<file path="config.mk">
export PLATFORM = sky130hd
export DESIGN_NAME = lfsr_keystream_descrambler
export DESIGN_NICKNAME = d
export VERILOG_FILES = /design/src/lkd_pkg.sv /design/src/lkd_key_crc.sv /design/src/lkd_core.sv /design/src/lfsr_keystream_descrambler.sv
export VERILOG_INCLUDE_DIRS = /design/src /design/src/src
export SDC_FILE = /design/constraint.sdc
export NUM_CORES = 1
export LEC_CHECK = 0
export ABC_AREA = 1
export BUFFER_PORTS_ARGS = -buffer_cell sky130_fd_sc_hd__buf_2
export CAP_MARGIN = 20
export CORE_ASPECT_RATIO = 1.4
export CORE_MARGIN = 2
export CORE_UTILIZATION = 35
export DETAILED_ROUTE_END_ITERATION = 12
export MAX_ROUTING_LAYER = met4
export SETUP_SLACK_MARGIN = 0.5
export SYNTH_ARGS = -nofsm -noshare
export SYNTH_HDL_FRONTEND = slang
export SYNTH_SLANG_ARGS = --single-unit
</file>
<file path="constraint.sdc">
create_clock -name clk -period 1.8 [get_ports clk]
set_clock_uncertainty 0.05 [all_clocks]
set_input_delay 0.18 -clock clk [delete_from_list [all_inputs] [get_ports clk]]
set_output_delay 0.18 -clock clk [all_outputs]
set_load 0.005 [all_outputs]
</file>
<file path="src/lfsr_keystream_descrambler_macros.svh">
// Assertion helpers shared by the descrambler RTL.
`ifndef LFSR_KEYSTREAM_DESCRAMBLER_MACROS_SVH
`define LFSR_KEYSTREAM_DESCRAMBLER_MACROS_SVH

// Same-cycle implication, disabled while reset is asserted.
`define LKD_ASSERT_NOW(label, clk_s, rst_s, ante, cons) \
  label: assert property (@(posedge clk_s) disable iff (!rst_s) (ante) |-> (cons)) \
    else $error("descrambler check failed");

// Next-cycle implication, disabled while reset is asserted.
`define LKD_ASSERT_NEXT(label, clk_s, rst_s, ante, cons) \
  label: assert property (@(posedge clk_s) disable iff (!rst_s) (ante) |=> (cons)) \
    else $error("descrambler check failed");

`endif

</file>
<file path="src/lkd_pkg.sv">
package lkd_pkg;

  localparam int LFSR_W    = 12;
  localparam int KEY_BYTES = 16;
  localparam int KEY_BITS  = KEY_BYTES * 8;
  localparam int HALF_BITS = KEY_BITS / 2;

  localparam logic [LFSR_W:0]   CRC_POLY  = 13'h180F;
  localparam logic [LFSR_W-1:0] LFSR_TAPS = 12'h829;
  localparam logic [LFSR_W-1:0] LFSR_SEED = 12'h001;

  // input item kinds
  localparam logic OP_RESTART = 1'b0;
  localparam logic OP_DATA    = 1'b1;

  // configuration register indexes
  localparam logic CFG_KEY_LOW  = 1'b0;
  localparam logic CFG_KEY_HIGH = 1'b1;

  // CRC of a key that has only bit pos set; key bit i is stream bit i.
  function automatic logic [LFSR_W-1:0] crc_of_bit(int pos);
    logic [LFSR_W:0] rem;
    rem = '0;
    for (int i = 0; i < KEY_BITS; i++) begin
      rem = {rem[LFSR_W-1:0], (i == pos)};
      if (rem[LFSR_W]) begin
        rem = rem ^ CRC_POLY;
      end
    end
    return rem[LFSR_W-1:0];
  endfunction

  // Key bits of one half that feed CRC bit k (the CRC is linear in the key).
  function automatic logic [HALF_BITS-1:0] crc_mask(int half, int k);
    logic [HALF_BITS-1:0] m;
    logic [LFSR_W-1:0]    c;
    m = '0;
    for (int j = 0; j < HALF_BITS; j++) begin
      c    = crc_of_bit(half * HALF_BITS + j);
      m[j] = c[k];
    end
    return m;
  endfunction

  // Advance the Fibonacci LFSR by one byte worth of steps.
  function automatic logic [LFSR_W-1:0] lfsr_adv8(logic [LFSR_W-1:0] v);
    logic [LFSR_W-1:0] s;
    s = v;
    for (int i = 0; i < 8; i++) begin
      s = {s[LFSR_W-2:0], ^(s & LFSR_TAPS)};
    end
    return s;
  endfunction

endpackage

</file>
<file path="src/lkd_key_crc.sv">
// Key CRC kept as two registered partial remainders, one per key half.
module lkd_key_crc
  import lkd_pkg::*;
(
  input  logic                 clk,
  input  logic                 rst_n,
  input  logic                 cfg_we,
  input  logic                 cfg_index,
  input  logic [HALF_BITS-1:0] cfg_wdata,
  output logic [LFSR_W-1:0]    key_crc
);

  logic [LFSR_W-1:0] crc_lo_r, crc_lo_nxt;
  logic [LFSR_W-1:0] crc_hi_r, crc_hi_nxt;
  logic [LFSR_W-1:0] part_lo, part_hi;

  for (genvar k = 0; k < LFSR_W; k++) begin : g_bit
    localparam logic [HALF_BITS-1:0] MASK_LO = crc_mask(0, k);
    localparam logic [HALF_BITS-1:0] MASK_HI = crc_mask(1, k);
    assign part_lo[k] = ^(cfg_wdata & MASK_LO);
    assign part_hi[k] = ^(cfg_wdata & MASK_HI);
  end

  always_comb begin
    crc_lo_nxt = crc_lo_r;
    crc_hi_nxt = crc_hi_r;
    if (cfg_we) begin
      unique case (cfg_index)
        CFG_KEY_LOW:  crc_lo_nxt = part_lo;
        CFG_KEY_HIGH: crc_hi_nxt = part_hi;
      endcase
    end
  end

  always_ff @(posedge clk) begin
    if (!rst_n) begin
      crc_lo_r <= '0;
      crc_hi_r <= '0;
    end else begin
      crc_lo_r <= crc_lo_nxt;
      crc_hi_r <= crc_hi_nxt;
    end
  end

  assign key_crc = crc_lo_r ^ crc_hi_r;

endmodule

</file>
<file path="src/lkd_core.sv">
// Keystream state and registered result stage.
module lkd_core
  import lkd_pkg::*;
(
  input  logic              clk,
  input  logic              rst_n,
  input  logic              in_valid,
  output logic              in_ready,
  input  logic              op,
  input  logic [7:0]        data_byte,
  input  logic [LFSR_W-1:0] key_crc,
  output logic              out_valid,
  input  logic              out_ready,
  output logic [7:0]        out_byte,
  output logic [LFSR_W-1:0] out_crc
);

  `include "lfsr_keystream_descrambler_macros.svh"

  logic [LFSR_W-1:0] lfsr_r, lfsr_nxt;
  logic              out_valid_r, out_valid_nxt;
  logic [7:0]        out_byte_r, out_byte_nxt;
  logic [LFSR_W-1:0] out_crc_r, out_crc_nxt;
  logic              accept;

  assign in_ready = !out_valid_r || out_ready;
  assign accept   = in_valid && in_ready;

  always_comb begin
    lfsr_nxt      = lfsr_r;
    out_byte_nxt  = out_byte_r;
    out_crc_nxt   = out_crc_r;
    out_valid_nxt = out_valid_r && !out_ready;
    if (accept) begin
      out_valid_nxt = 1'b1;
      out_crc_nxt   = key_crc;
      if (op == OP_RESTART) begin
        lfsr_nxt     = (key_crc == '0) ? LFSR_SEED : key_crc;
        out_byte_nxt = '0;
      end else begin
        lfsr_nxt     = lfsr_adv8(lfsr_r);
        out_byte_nxt = data_byte ^ lfsr_r[7:0];
      end
    end
  end

  always_ff @(posedge clk) begin
    if (!rst_n) begin
      lfsr_r      <= LFSR_SEED;
      out_valid_r <= 1'b0;
    end else begin
      lfsr_r      <= lfsr_nxt;
      out_valid_r <= out_valid_nxt;
    end
  end

  always_ff @(posedge clk) begin
    out_byte_r <= out_byte_nxt;
    out_crc_r  <= out_crc_nxt;
  end

  assign out_valid = out_valid_r;
  assign out_byte  = out_byte_r;
  assign out_crc   = out_crc_r;

  `LKD_ASSERT_NOW(a_lfsr_nonzero, clk, rst_n, 1'b1, lfsr_r != '0)
  `LKD_ASSERT_NEXT(a_restart_zero_byte, clk, rst_n, accept && op == OP_RESTART, out_byte_r == '0)
  `LKD_ASSERT_NEXT(a_restart_seed, clk, rst_n, accept && op == OP_RESTART && key_crc != '0, lfsr_r == $past(key_crc))
  `LKD_ASSERT_NEXT(a_data_advance, clk, rst_n, accept && op == OP_DATA, lfsr_r == lfsr_adv8($past(lfsr_r)))

endmodule

</file>
<file path="src/lfsr_keystream_descrambler.sv">
// Channel   Direction  tdata (low bit up)                     tuser
// in_       slave      [7:0] data_byte                         [0] operation
// out_      master     [7:0] out_byte, [19:8] key_crc, pad     none
// cfg_      write      cfg_index 0 key_low, 1 key_high         none
//
// One transaction per cycle unless a held result stalls, one registered
// result each: byte XOR between keystream and result registers, 8-step LFSR
// advance back into the keystream register. The key CRC is folded into two
// 12-bit partial remainders when configured, adding nothing per transaction.
// Reset (rst_n low, synchronous) seeds the LFSR with 1 and clears the key CRC.
// A stalled result holds in the output register; a new transaction is taken
// in the same cycle the held result drains.
module lfsr_keystream_descrambler
  import lkd_pkg::*;
(
  input  logic                 clk,
  input  logic                 rst_n,
  // input stream
  input  logic                 in_tvalid,
  output logic                 in_tready,
  input  logic [7:0]           in_tdata,   // [7:0] data_byte
  input  logic [0:0]           in_tuser,   // [0] operation
  // result stream
  output logic                 out_tvalid,
  input  logic                 out_tready,
  output logic [23:0]          out_tdata,  // [7:0] out_byte, [19:8] key_crc, [23:20] zero
  // configuration write port
  input  logic                 cfg_we,
  input  logic                 cfg_index,
  input  logic [HALF_BITS-1:0] cfg_wdata
);

  logic [LFSR_W-1:0] key_crc;
  logic [7:0]        res_byte;
  logic [LFSR_W-1:0] res_crc;

  // Hold the key CRC; update on a configuration write.
  lkd_key_crc u_key_crc (
    .clk       (clk),
    .rst_n     (rst_n),
    .cfg_we    (cfg_we),
    .cfg_index (cfg_index),
    .cfg_wdata (cfg_wdata),
    .key_crc   (key_crc)
  );

  // Run the keystream and register each result.
  lkd_core u_core (
    .clk       (clk),
    .rst_n     (rst_n),
    .in_valid  (in_tvalid),
    .in_ready  (in_tready),
    .op        (in_tuser[0]),
    .data_byte (in_tdata),
    .key_crc   (key_crc),
    .out_valid (out_tvalid),
    .out_ready (out_tready),
    .out_byte  (res_byte),
    .out_crc   (res_crc)
  );

  // Pack the result fields, padding to whole bytes.
  assign out_tdata = {4'b0000, res_crc, res_byte};

endmodule

</file>
Yosys cells after proc, flatten, opt, wreduce, memory -nomap -nowiden
Cells that the tools add are included.

word-level totals
  flip-flop bits (word level) = 57
  bits in latches = 0
  RAM bits = 0
  bits in read-only memories = 0
  bits of input ports = 79
  output and inout bits = 26
  logic and storage cells = 52
  memories = 0

operators by class
  add/sub/neg operators = 0
  $mul = 0
  div/mod/pow operators = 0
  $lt $le $gt $ge = 0
  equal/unequal tests = 0
  shift-type cells = 0
  muxes and demuxes = 3
  bitwise gates (word level) = 3
  reduce and logical (&&, ||, !) cells = 40

operators with widths
  cell                 count
  parity 64 bit        24
  parity 12 bit        8
  two-way mux 12 bit   2
  zero test 12 bit     1
  bitwise XOR 12 bit   1
  bitwise XOR 8 bit    1
  AND reduction 2 bit  2
  logical AND 1 bit    2
  zero test 1 bit      2
  logical OR 1 bit     1
  two-way mux 1 bit    1
  NOT 1 bit            1

Depth between registers and ports, before layout
Gate-level depths: netlist of run 1.

  depth in word-level cells = 9
  depth in mapped cells = 23
  mapped depth without buffers = 22

Hierarchy
From an unflattened synthesis of run 1, not the netlist that was laid out.

unflattened totals
  cell total of the unflattened synthesis = 1,640
  area total of the unflattened synthesis = 8,983.6 µm²

by module, submodules not included
  module                      instances  cells each  area an instance (µm²)  sequential area each (µm²)
  lkd_key_crc                 1          1,435       7,145.6                 480.5
  lkd_core                    1          200         1,804.2                 860.8
  lfsr_keystream_descrambler  1          5           33.8                    0.0

Least setup slack after synthesis of run 1
OpenSTA, ideal clock, no wires.

  path type = register to register
  start = register u_core.lfsr_r[3]
  end = register u_core.lfsr_r[0]
  setup time = 0.115 ns
  data arrival time = 1.822 ns
  data required time = 1.635 ns
  setup slack = -0.187 ns
  stages on the path, launching flop included = 24
  path buffers = 1
  period minus slack after synthesis = 1.987 ns
  path through = dfxtp_1 -> buf_6 -> inv_2 -> nand2_1 -> nand2_1 -> nand2_1 -> nand2_1 -> nand2_1 -> nand2_2 -> nand2_2 -> nand2_2 -> nand2_1 -> nand2_1 -> nand2_1 -> nand2_1 -> nand2_2 -> nand2_2 -> nand2_1 -> nand3_1 -> nand2_1 -> nand2_1 -> nand2_1 -> nand2_1 -> nand2_1

between the ends
  word-level cells in the longest chain between the ends = 9

ends and longest elaborated chain
  element                     RTL line        source
  start: declaration          lkd_core.sv:20  logic [LFSR_W-1:0] lfsr_r, lfsr_nxt;
  start signal: assignment    lkd_core.sv:52  lfsr_r <= lfsr_nxt;
  parity 12 bit (7 in a row)  lkd_pkg.sv:50   s = {s[LFSR_W-2:0], ^(s & LFSR_TAPS)};
  parity 12 bit (*)           lkd_pkg.sv:50
  two-way mux 12 bit (*)      lkd_core.sv:37  if (op == OP_RESTART) begin

Every way passes the cells marked *; elsewhere a longest branch is shown, timed or not.
A chain may end at the register's enable or synchronous reset.

Worst setup path after layout of run 1
  start = register u_core.lfsr_r[2]
  end = register u_core.lfsr_r[0]

between the ends
  word-level cells in the longest chain between the ends = 8

ends and longest elaborated chain
  element                     RTL line
  parity 12 bit (6 in a row)  lkd_pkg.sv:50
  parity 12 bit (*)           lkd_pkg.sv:50
  two-way mux 12 bit (*)      lkd_core.sv:37

Marks and branches as above.

==> impl_metrics.py, run 1 <==
metrics = {
    "status": {
        "outcome": "finished with violations",
        "violations": "negative setup slack",
    },
    "worst_setup_path": {
        "cp-end-kind": "flip-flop",
        "r2r_cells": 18,
        "critPathMaxFanout": 4,
        "slowest_stage": "dfxtp_4",
        "required_ns": 1.98,
        "cp_top_family": "simple AND/OR/NAND/NOR gates",
        "cp_cell_sequence": "inv_2 -> nand2_2 -> nand2_1 -> nand2_2 -> nand2_4 -> nand2_4 -> nand2_4 -> buf_12 -> xor2_2 -> inv_1 -> nand3_2 -> nand3_1 -> nand3_2 -> nand2_1 -> nand2_1 -> nand2_1 -> nand2_1 -> nand2_1",
        "cp_common_cell": "nand2_1",
        "crit_arrival_ns": 2.19,
        "critical_path_class": "reg -> reg",
        "crit_buf_inv": 3,
        "cp.depth": 18,
        "crit_path_max_incr_delay_ns": 0.35,
        "crit_path_start_kind": "flip-flop",
    },
    "global_route": {
        "gr-total-overflow": 0,
        "grt_usage_pct": 18.9,
        "grt_pass1_vias": 5531,
        "grt_start_max_net_pins": 29,
        "antenna_found_initial": 0,
        "grt_pass1_wl_um": 28200,
    },
    "die": {
        "core_sq_mm": 0.0185,
        "pin_count": 105,
        "start_util_pct": 35.4,
        "rows": 59,
        "die_y_um": 166,
        "die_width_um": 119,
        "die-area_sq_mm": 0.0198,
    },
    "power": {
        "cellPowerDensity_mw_per_mm2": 1040,
        "p_leak_nw": 4.86,
        "vdd_drop_max_v": 0.000745,
    },
    "finish": {
        "stdcell_area_sq_mm": 0.0107,
        "layout-drive-gt1-share_pct": 46.3,
        "final_nets": 1104,
        "multi_input_area_sq_mm": 0.00611,
        "layout-area-overhead-vs-synth_pct": 63.8,
        "num_antenna_cells": 0,
        "n_fill_cell": 1576,
        "seqCellArea_sq_mm": 0.00136,
    },
    "detailed_routing": {
        "ant_nets": 0,
        "route.detailed.drc": 0,
        "drt_iter0_drc": 209,
        "vias": 5529,
        "routedWlPerCell_um": 14.8,
        "viasPerCell": 4.34,
        "drt-total-wl_um": 18900,
        "dr.pass1.iters": 4,
    },
    "hold_path": {
        "hp-class": "in -> reg",
        "hold_depth": 3,
    },
    "job": {
        "drv_cap": 0,
    },
    "placement": {
        "hpwlAfterDp_um": 14800,
        "place_area_sq_mm": 0.00860,
        "placement.io_buffers": 100,
        "routabilityCongestion": 0.864,
    },
    "sta": {
        "finalCriticalPeriod_ns": 2.02,
        "max_freq_mhz": 496,
        "finalCritPeriodShare_pct": 112,
        "setup_viol": 5,
        "finalHoldViolations": 0,
        "whs_ns": 0.0531,
        "slew-limit-headroom_pct": 65.4,
        "fin_ws_ns": -0.217,
        "worst_pin_slew_ns": 0.519,
        "rsz0062_at_grt": "yes",
        "slew_violations": 0,
    },
    "logic_synthesis": {
        "syn_area_sq_mm": 0.00654,
        "synth_ff_type": "dfxtp_1",
        "netlist_instances": 784,
        "ys_ff_latch": 57,
        "async_flop_share_pct": 0,
        "synth.most_common_cell": "xor2_1",
        "avgSynthCellArea_sq_um": 8.34,
        "synthDistinctLibCells": 32,
        "synth_edf_count": 20,
        "synth_area_leaders": "xor2_1 (29%), xnor2_1 (23%), dfxtp_1 (11%)",
        "synth_seq_area_share_pct": 20.5,
        "yosys_warnings": 0,
        "netlist.area_leader.share_pct": 28.8,
        "synthTopCellsByCount": "xor2_1 (215), xnor2_1 (172), nand2_1 (76)",
        "yosys.area.top_type": "xor2_1",
    },
    "clock_tree": {
        "clk_pin_slew_ns": 0.05,
        "cts_sinks": 57,
        "clk_path_buf_depth": 2,
        "tritoncts": "yes",
        "ctsHoldBuffers": 0,
        "clock_latency_ns": 0.34,
        "h-tree-depth": 3,
        "numCtsBuffers": 9,
        "cts-root-buf": "clkbuf_16",
    },
}
-- kinds of logic (layout without fill, tap and decap cells) --
family                 count (synthesis)  in the layout  share of synthesized area (%)
AO/OA/AOI/OAI                         52             52                           4.67
XOR/XNOR                             409            409                           57.3
buffers and inverters                114            357                           7.91
flip-flops                            57             57                           20.5
other                                  1              4                         0.0574
AND/OR/NAND/NOR                      151            151                           9.50
-- power breakdown --
part / leakage [nW] / internal, mW / switching, mW
Combinational: 4.18 / 3.74 / 3.82
Sequential: 0.509 / 1.57 / 0.140
Clock: 0.169 / 1.27 / 0.584
-- worst register-to-register path: cells and delay by family (launching register included) --
kind	cells	cell delay [ns]
xor+xnor	1	0.23
buf+inv	3	0.28
flops	1	0.35
simple gates	14	0.99
-- state kept, by name (all words and copies together), names as in the netlist --
register            cells
u_key_crc.crc_lo_r     12
u_core.out_byte         8
u_key_crc.crc_hi_r     12
u_core.out_valid        1
u_core.lfsr_r          12
u_core.out_crc         12
-- path summary, 6_finish.rpt --
path                                       from                                  to  slack (ns)
min reg2reg  u_key_crc.crc_lo_r[1]$_SDFFE_PN0P_  u_key_crc.crc_lo_r[1]$_SDFFE_PN0P_        0.47
min                                   in_tvalid         u_core.out_valid$_SDFF_PN0_        0.05
max reg2reg       u_core.lfsr_r[2]$_SDFFE_PN0P_       u_core.lfsr_r[0]$_SDFFE_PN1P_       -0.22
max               u_core.lfsr_r[2]$_SDFFE_PN0P_       u_core.lfsr_r[0]$_SDFFE_PN1P_       -0.22
-- repair_timing --
| item | in CTS | in global routing |
|---|---|---|
| gates resized for setup | 148 | 146 |
| buffers inserted | 23 | 12 |
| setup endpoints to repair | 44 | 46 |
| pin swaps | 110 | 96 |
-- metal layers --
metal | share of wire [%] | vias to the layer above | GRT usage, %
met2 | 57 | 119 | 36.5
met1 | 37 | 2556 | 19.7
met3 | 3.2 | 37 | 2.27
met4 | 2.5 | 0 | 5.37
met5 | 0 | - | -
li1 | - | 2817 | -
-- cell type report --
class,count,area share (%)
Clock buffer,12,2.70
Clock inverter,4,0.421
Sequential cell,57,12.7
Tap cell,244,2.85
Inverter,64,2.48
Multi-Input combinational cell,616,57.1
Timing Repair Buffer,277,21.8
-- cells in the final DEF, fill, tap and decap left out, types with 30 or more instances in the layout --
| master | instances |
|---|---|
| xor2_2 | 35 |
| nor2_1 | 48 |
| inv_1 | 47 |
| buf_6 | 38 |
| buf_2 | 67 |
| xnor2_4 | 32 |
| xor2_1 | 174 |
| buf_4 | 141 |
| xnor2_1 | 119 |
| xnor2_2 | 35 |
| nand2_1 | 48 |
| dfxtp_1 | 30 |
-- per-stage QoR --
step                      instances  power [mW]  util, %  TNS, ns  worst slack [ns]
after floorplan                 787        5.60        -   -0.169            -0.121
after global placement         1223        7.38     46.6    -2.41            -0.225
after detailed placement       1223        7.43     46.6    -3.03            -0.289
after CTS                      1262        10.1     53.4   -0.674            -0.209
after global routing           1274        11.9     58.0    -1.54            -0.391
final                          1274        11.1     58.0   -0.872            -0.217
(Power assumes the default switching activity.)
==> inputs of run 2 (changes only) <==
Settings changed: CORE_ASPECT_RATIO 1.4 to not set, CORE_UTILIZATION 35 to 40.
==> run 2 against run 1 <==
  * Register-to-register slack worse by 0.098 ns
  * Highest routed layer unchanged
  * The flow still finishes with violations (negative setup slack)
  * Sequential power hardly changed
  * Worst setup slack worse by 0.098 ns
  * Total power is 1.3% higher
  * Clock power is 3% lower
  * First-iteration DRC count is 51% higher
  * Non-clock buffer count is 4 lower
==> impl_metrics.py, run 2 (synthesis results as in run 1) <==
metrics = {
    "worst_setup_path": {
        "rr_startpoint": "u_core.lfsr_r[3]$_SDFFE_PN0P_",
        "r2r_cells": 22,
        "cp-end-kind": "flip-flop",
        "critical_path_class": "reg -> reg",
        "crit_path_end": "u_core.lfsr_r[0]$_SDFFE_PN1P_",
        "cp_common_cell": "nand2_4",
        "crit_path_max_incr_delay_ns": 0.37,
        "critPathMaxFanout": 5,
        "slowest_stage": "dfxtp_4",
        "crit_arrival_ns": 2.28,
        "rrSetupSlack_ns": -0.31,
        "required_ns": 1.97,
        "crit_path_start_kind": "flip-flop",
        "r2r_end": "u_core.lfsr_r[0]$_SDFFE_PN1P_",
        "critPathLaunch": "u_core.lfsr_r[3]$_SDFFE_PN0P_",
        "cp_cell_sequence": "inv_4 -> nand2_2 -> nand2_2 -> nand2_2 -> nand2_2 -> nand2_4 -> nand2_4 -> nand2_4 -> nand2_4 -> nand2_4 -> nand2_4 -> nand2_4 -> nand2_4 -> nand2_4 -> nand2_4 -> nand2_2 -> nand3_2 -> nand2_1 -> nand2_1 -> nand2_1 -> nand2_1 -> nand2_1",
    },
    "finish": {
        "n_fill_cell": 1168,
        "multi_input_area_sq_mm": 0.00616,
        "final_cell_mix": "xor2_1 (175), buf_4 (137), xnor2_1 (104)",
        "seqCellArea_sq_mm": 0.00136,
        "final_common_cell": "xor2_1",
        "layout-drive-gt1-share_pct": 47.5,
        "num_antenna_cells": 0,
        "layout-area-overhead-vs-synth_pct": 63.1,
        "final_util_pct": 66.8,
        "final_nets": 1100,
        "stdcell_area_sq_mm": 0.0107,
    },
    "clock_tree": {
        "cts-root-buf": "clkbuf_16",
        "clock_latency_ns": 0.33,
        "clk_pin_slew_ns": 0.05,
        "tritoncts": "yes",
        "cts_sinks": 57,
        "ctsHoldBuffers": 0,
        "clk_path_buf_depth": 2,
        "numCtsBuffers": 9,
        "h-tree-depth": 3,
    },
    "status": {
        "violations": "negative setup slack",
        "outcome": "finished with violations",
    },
    "sta": {
        "finalCriticalPeriod_ns": 2.11,
        "fin_ws_ns": -0.315,
        "setup_tns_ns": -1.25,
        "finalCritPeriodShare_pct": 117,
        "worst_pin_slew_ns": 0.522,
        "finalHoldViolations": 0,
        "slew-limit-headroom_pct": 65.2,
        "max_freq_mhz": 473,
        "rsz0062_at_grt": "yes",
        "setup_viol": 5,
        "slew_violations": 0,
    },
    "detailed_routing": {
        "drt-total-wl_um": 19400,
        "dr.pass1.iters": 5,
        "viasPerCell": 4.58,
        "route.detailed.drc": 0,
        "routedWlPerCell_um": 15.6,
        "vias": 5685,
        "ant_nets": 0,
        "drt_iter0_drc": 316,
    },
    "placement": {
        "routabilityCongestion": 0.897,
        "pre_cts_ws_ns": -0.248,
        "hpwlAfterDp_um": 14100,
        "placement.io_buffers": 100,
        "place_area_sq_mm": 0.00853,
    },
    "die": {
        "die_y_um": 132,
        "start_util_pct": 41.0,
        "rows": 46,
        "core_sq_mm": 0.0159,
        "die-area_sq_mm": 0.0174,
        "pin_count": 105,
        "die_width_um": 132,
    },
    "power": {
        "cellPowerDensity_mw_per_mm2": 1060,
        "p_total_mw": 11.3,
        "p_leak_nw": 4.91,
        "vdd_drop_max_v": 0.000869,
    },
    "global_route": {
        "grt_pass1_vias": 5586,
        "grt_pass1_wl_um": 28600,
        "grt_start_max_net_pins": 30,
        "grt_usage_pct": 21.4,
        "antenna_found_initial": 0,
        "gr-total-overflow": 0,
    },
    "job": {
        "drv_cap": 0,
    },
    "hold_path": {
        "hp-class": "in -> reg",
    },
}
[run 2: cell count changes in the layout (fill, tap and decap cells not counted), moves of 3 or more]
cell,previous run,this run
xnor2_2,35,54
xnor2_4,32,28
buf_4,141,137
xor2_4,14,11
buf_12,13,9
buf_6,38,45
xnor2_1,119,104
[run 2: final cells by class]
| type | count | area share, % |
|---|---|---|
| Timing Repair Buffer | 273 | 21.4 |
| Inverter | 64 | 2.56 |
| Clock buffer | 10 | 2.15 |
| Tap cell | 216 | 2.54 |
| Multi-Input combinational cell | 616 | 57.8 |
| Sequential cell | 57 | 12.8 |
| Clock inverter | 6 | 0.775 |
[run 2: worst min path at each step]
stage	end	slack [ns]	cells after the start	from
detailed placement	u_core.out_valid$_SDFF_PN0_	0.39	3	in_tvalid
finish	u_core.out_valid$_SDFF_PN0_	0.05	3	in_tvalid
global route	u_core.out_valid$_SDFF_PN0_	0.08	3	in_tvalid
global placement	u_core.out_valid$_SDFF_PN0_	0.38	3	in_tvalid
floorplan	u_core.out_valid$_SDFF_PN0_	0.26	2	in_tvalid
CTS	u_core.out_valid$_SDFF_PN0_	0.05	3	in_tvalid
[run 2: worst max-delay path, delay by kind of cell (launching register included)]
| kind | cells | cell delay (ns) |
|---|---|---|
| buffers and inverters | 1 | 0.07 |
| and+or+nand+nor | 21 | 1.48 |
| DFF | 1 | 0.37 |
[run 2: metrics by stage]
| stage | std cells | hold slack [ns] |
|---|---|---|
| final | 1242 | 0.0544 |
| after global routing | 1242 | 0.0785 |
| after detailed placement | 1188 | 0.390 |
| after global placement | 1188 | 0.381 |
| after floorplan | 787 | 0.264 |
| after CTS | 1228 | 0.0473 |
[run 2: layer usage]
metal | vias to the layer above | GRT usage, % | wire, um
met3 | 35 | 2.46 | 671
met1 | 2671 | 25.9 | 8050
met2 | 159 | 38.0 | 10300
li1 | 2820 | - | -
met5 | - | - | 0
met4 | 0 | 5.13 | 397
[run 2: where the power goes]
group / switching (mW) / internal (mW)
Clock: 0.584 / 1.20
Combinational: 4.03 / 3.75
Sequential: 0.141 / 1.57
Total: 4.75 / 6.52
[run 2: repair_timing]
item,CTS,global route
resized for setup,189,112
endpoints found under the hold margin,0,0
cloned,0,1
endpoints found under the setup margin,32,35
pin swaps,120,96
setup buffers,24,13
==> inputs of run 3 (changes only) <==
Settings changed: MAX_ROUTING_LAYER met4 to not set.
==> run 3 against run 2 <==
  * The flow still finishes with violations (negative setup slack)
  * Global-route usage down 0.59 points
  * Final area unchanged
  * Routed wire length grew 0.18%
  * Non-clock buffer count stayed put
  * Register-to-register slack about the same
  * Critical path type unchanged
  * Largest power group unchanged
==> impl_metrics.py, run 3 (synthesis results as in run 1) <==
metrics = {
    "status": {
        "outcome": "finished with violations",
        "violations": "negative setup slack",
    },
    "clock_tree": {
        "clock_latency_ns": 0.33,
        "cts-root-buf": "clkbuf_16",
        "numCtsBuffers": 9,
        "tritoncts": "yes",
        "clk_pin_slew_ns": 0.05,
        "h-tree-depth": 3,
        "cts_sinks": 57,
        "clk_path_buf_depth": 2,
    },
    "worst_setup_path": {
        "crit_path_max_incr_delay_ns": 0.38,
        "cp.depth": 22,
        "required_ns": 1.97,
        "cp_top_family": "simple AND/OR/NAND/NOR gates",
        "critical_path_class": "reg -> reg",
        "r2r_cells": 22,
        "crit_buf_inv": 1,
        "crit_arrival_ns": 2.29,
        "cp-end-kind": "flip-flop",
        "cp_cell_sequence": "inv_4 -> nand2_2 -> nand2_4 -> nand2_2 -> nand2_2 -> nand2_4 -> nand2_4 -> nand2_4 -> nand2_4 -> nand2_4 -> nand2_4 -> nand2_4 -> nand2_4 -> nand2_4 -> nand2_4 -> nand2_2 -> nand3_2 -> nand2_1 -> nand2_1 -> nand2_1 -> nand2_1 -> nand2_1",
        "slowest_stage": "dfxtp_4",
        "critPathMaxFanout": 5,
        "crit_path_start_kind": "flip-flop",
        "cp_common_cell": "nand2_4",
    },
    "hold_path": {
        "hold_depth": 3,
        "hp-class": "in -> reg",
    },
    "die": {
        "die-area_sq_mm": 0.0174,
        "die_y_um": 132,
        "rows": 46,
        "die_width_um": 132,
        "pin_count": 105,
        "start_util_pct": 41.0,
        "core_sq_mm": 0.0159,
    },
    "detailed_routing": {
        "viasPerCell": 4.55,
        "dr.pass1.iters": 5,
        "drt-total-wl_um": 19500,
        "routedWlPerCell_um": 15.7,
        "route.detailed.drc": 0,
        "ant_nets": 0,
        "vias": 5650,
        "drt_iter0_drc": 297,
    },
    "finish": {
        "layout-drive-gt1-share_pct": 47.5,
        "final_cell_mix": "xor2_1 (175), buf_4 (137), xnor2_1 (104)",
        "num_antenna_cells": 0,
        "final_common_cell": "xor2_1",
        "stdcell_area_sq_mm": 0.0107,
        "layout-area-overhead-vs-synth_pct": 63.1,
        "final_nets": 1100,
    },
    "placement": {
        "placement.io_buffers": 100,
        "routabilityCongestion": 0.882,
        "hpwlAfterDp_um": 14100,
        "pre_cts_ws_ns": -0.248,
        "place_area_sq_mm": 0.00853,
    },
    "sta": {
        "finalCritPeriodShare_pct": 118,
        "worst_pin_slew_ns": 0.532,
        "finalCriticalPeriod_ns": 2.12,
        "finalHoldViolations": 0,
        "fin_ws_ns": -0.316,
        "whs_ns": 0.0540,
        "slew-limit-headroom_pct": 64.5,
        "max_freq_mhz": 473,
        "rsz0062_at_grt": "yes",
        "setup_viol": 5,
        "slew_violations": 0,
    },
    "global_route": {
        "grt_start_max_net_pins": 30,
        "gr-total-overflow": 0,
        "grt_pass1_wl_um": 28600,
        "grt_usage_pct": 20.8,
        "grt_pass1_vias": 5576,
        "antenna_found_initial": 0,
    },
    "power": {
        "p_leak_nw": 4.91,
        "cellPowerDensity_mw_per_mm2": 1060,
        "vdd_drop_max_v": 0.000869,
    },
    "job": {
        "drv_cap": 0,
    },
}
==> run 3: cell counts in the layout (fill, tap and decap cells not counted) <==
No cell type changed its count.
==> run 3: through the flow <==
stage / setup TNS, ns / utilization [%] / power, mW / instances
floorplan: -0.169 / - / 5.60 / 787
global placement: -1.96 / 53.5 / 7.33 / 1188
detailed placement: -2.78 / 53.5 / 7.38 / 1188
CTS: -0.380 / 62.4 / 10.3 / 1228
global route: -1.88 / 66.8 / 11.9 / 1242
finish: -1.26 / 66.8 / 11.3 / 1242
==> run 3: report_power, final <==
part,internal (mW),switching [mW]
clock,1.20,0.590
combinational,3.75,4.02
sequential,1.57,0.143
==> run 3: routing by layer <==
layer  part of all wire (%)  GRT usage [%]  vias up
li1                       -              -     2816
met1                     42           25.9     2638
met2                     52           38.0      160
met3                    3.4           2.27       36
met4                    2.4           5.68        0
met5                      0              0        -
==> run 3: worst paths after layout <==
path | start | to | slack [ns]
max | u_core.lfsr_r[3]$_SDFFE_PN0P_ | u_core.lfsr_r[0]$_SDFFE_PN1P_ | -0.32
min | in_tvalid | u_core.out_valid$_SDFF_PN0_ | 0.05
max reg2reg | u_core.lfsr_r[3]$_SDFFE_PN0P_ | u_core.lfsr_r[0]$_SDFFE_PN1P_ | -0.32
min reg2reg | u_core.lfsr_r[9]$_SDFFE_PN0P_ | u_core.lfsr_r[9]$_SDFFE_PN0P_ | 0.44
==> run 3: layout make-up <==
cell class | count | area (sq um)
multi-input cells | 616 | 6160
flip-flops and latches | 57 | 1360
inverters | 64 | 273
well taps | 216 | 270
repair buffers | 273 | 2280
fillers | 1168 | 5290
clock inverters | 6 | 82.6
clock buffers | 10 | 229
==> run 3: repair_timing <==
item | CTS | global route
buffers inserted | 24 | 13
hold endpoints to repair | 0 | 0
hold buffers | 0 | 0
gates cloned | 0 | 1
setup endpoints to repair | 32 | 35
pin swaps | 120 | 97
resized for setup | 189 | 112
==> run 3: worst reg2reg max path, stage by stage, from the launching register on <==
cell,delay (ns)
dfxtp_4,0.38
inv_4,0.07
nand2_2,0.06
nand2_4,0.08
nand2_2,0.05
nand2_2,0.10
nand2_4,0.08
nand2_4,0.11
nand2_4,0.08
nand2_4,0.11
nand2_4,0.08
nand2_4,0.09
nand2_4,0.07
nand2_4,0.09
nand2_4,0.07
nand2_4,0.09
nand2_2,0.06
nand3_2,0.05
nand2_1,0.06
nand2_1,0.05
nand2_1,0.05
nand2_1,0.05
nand2_1,0.04
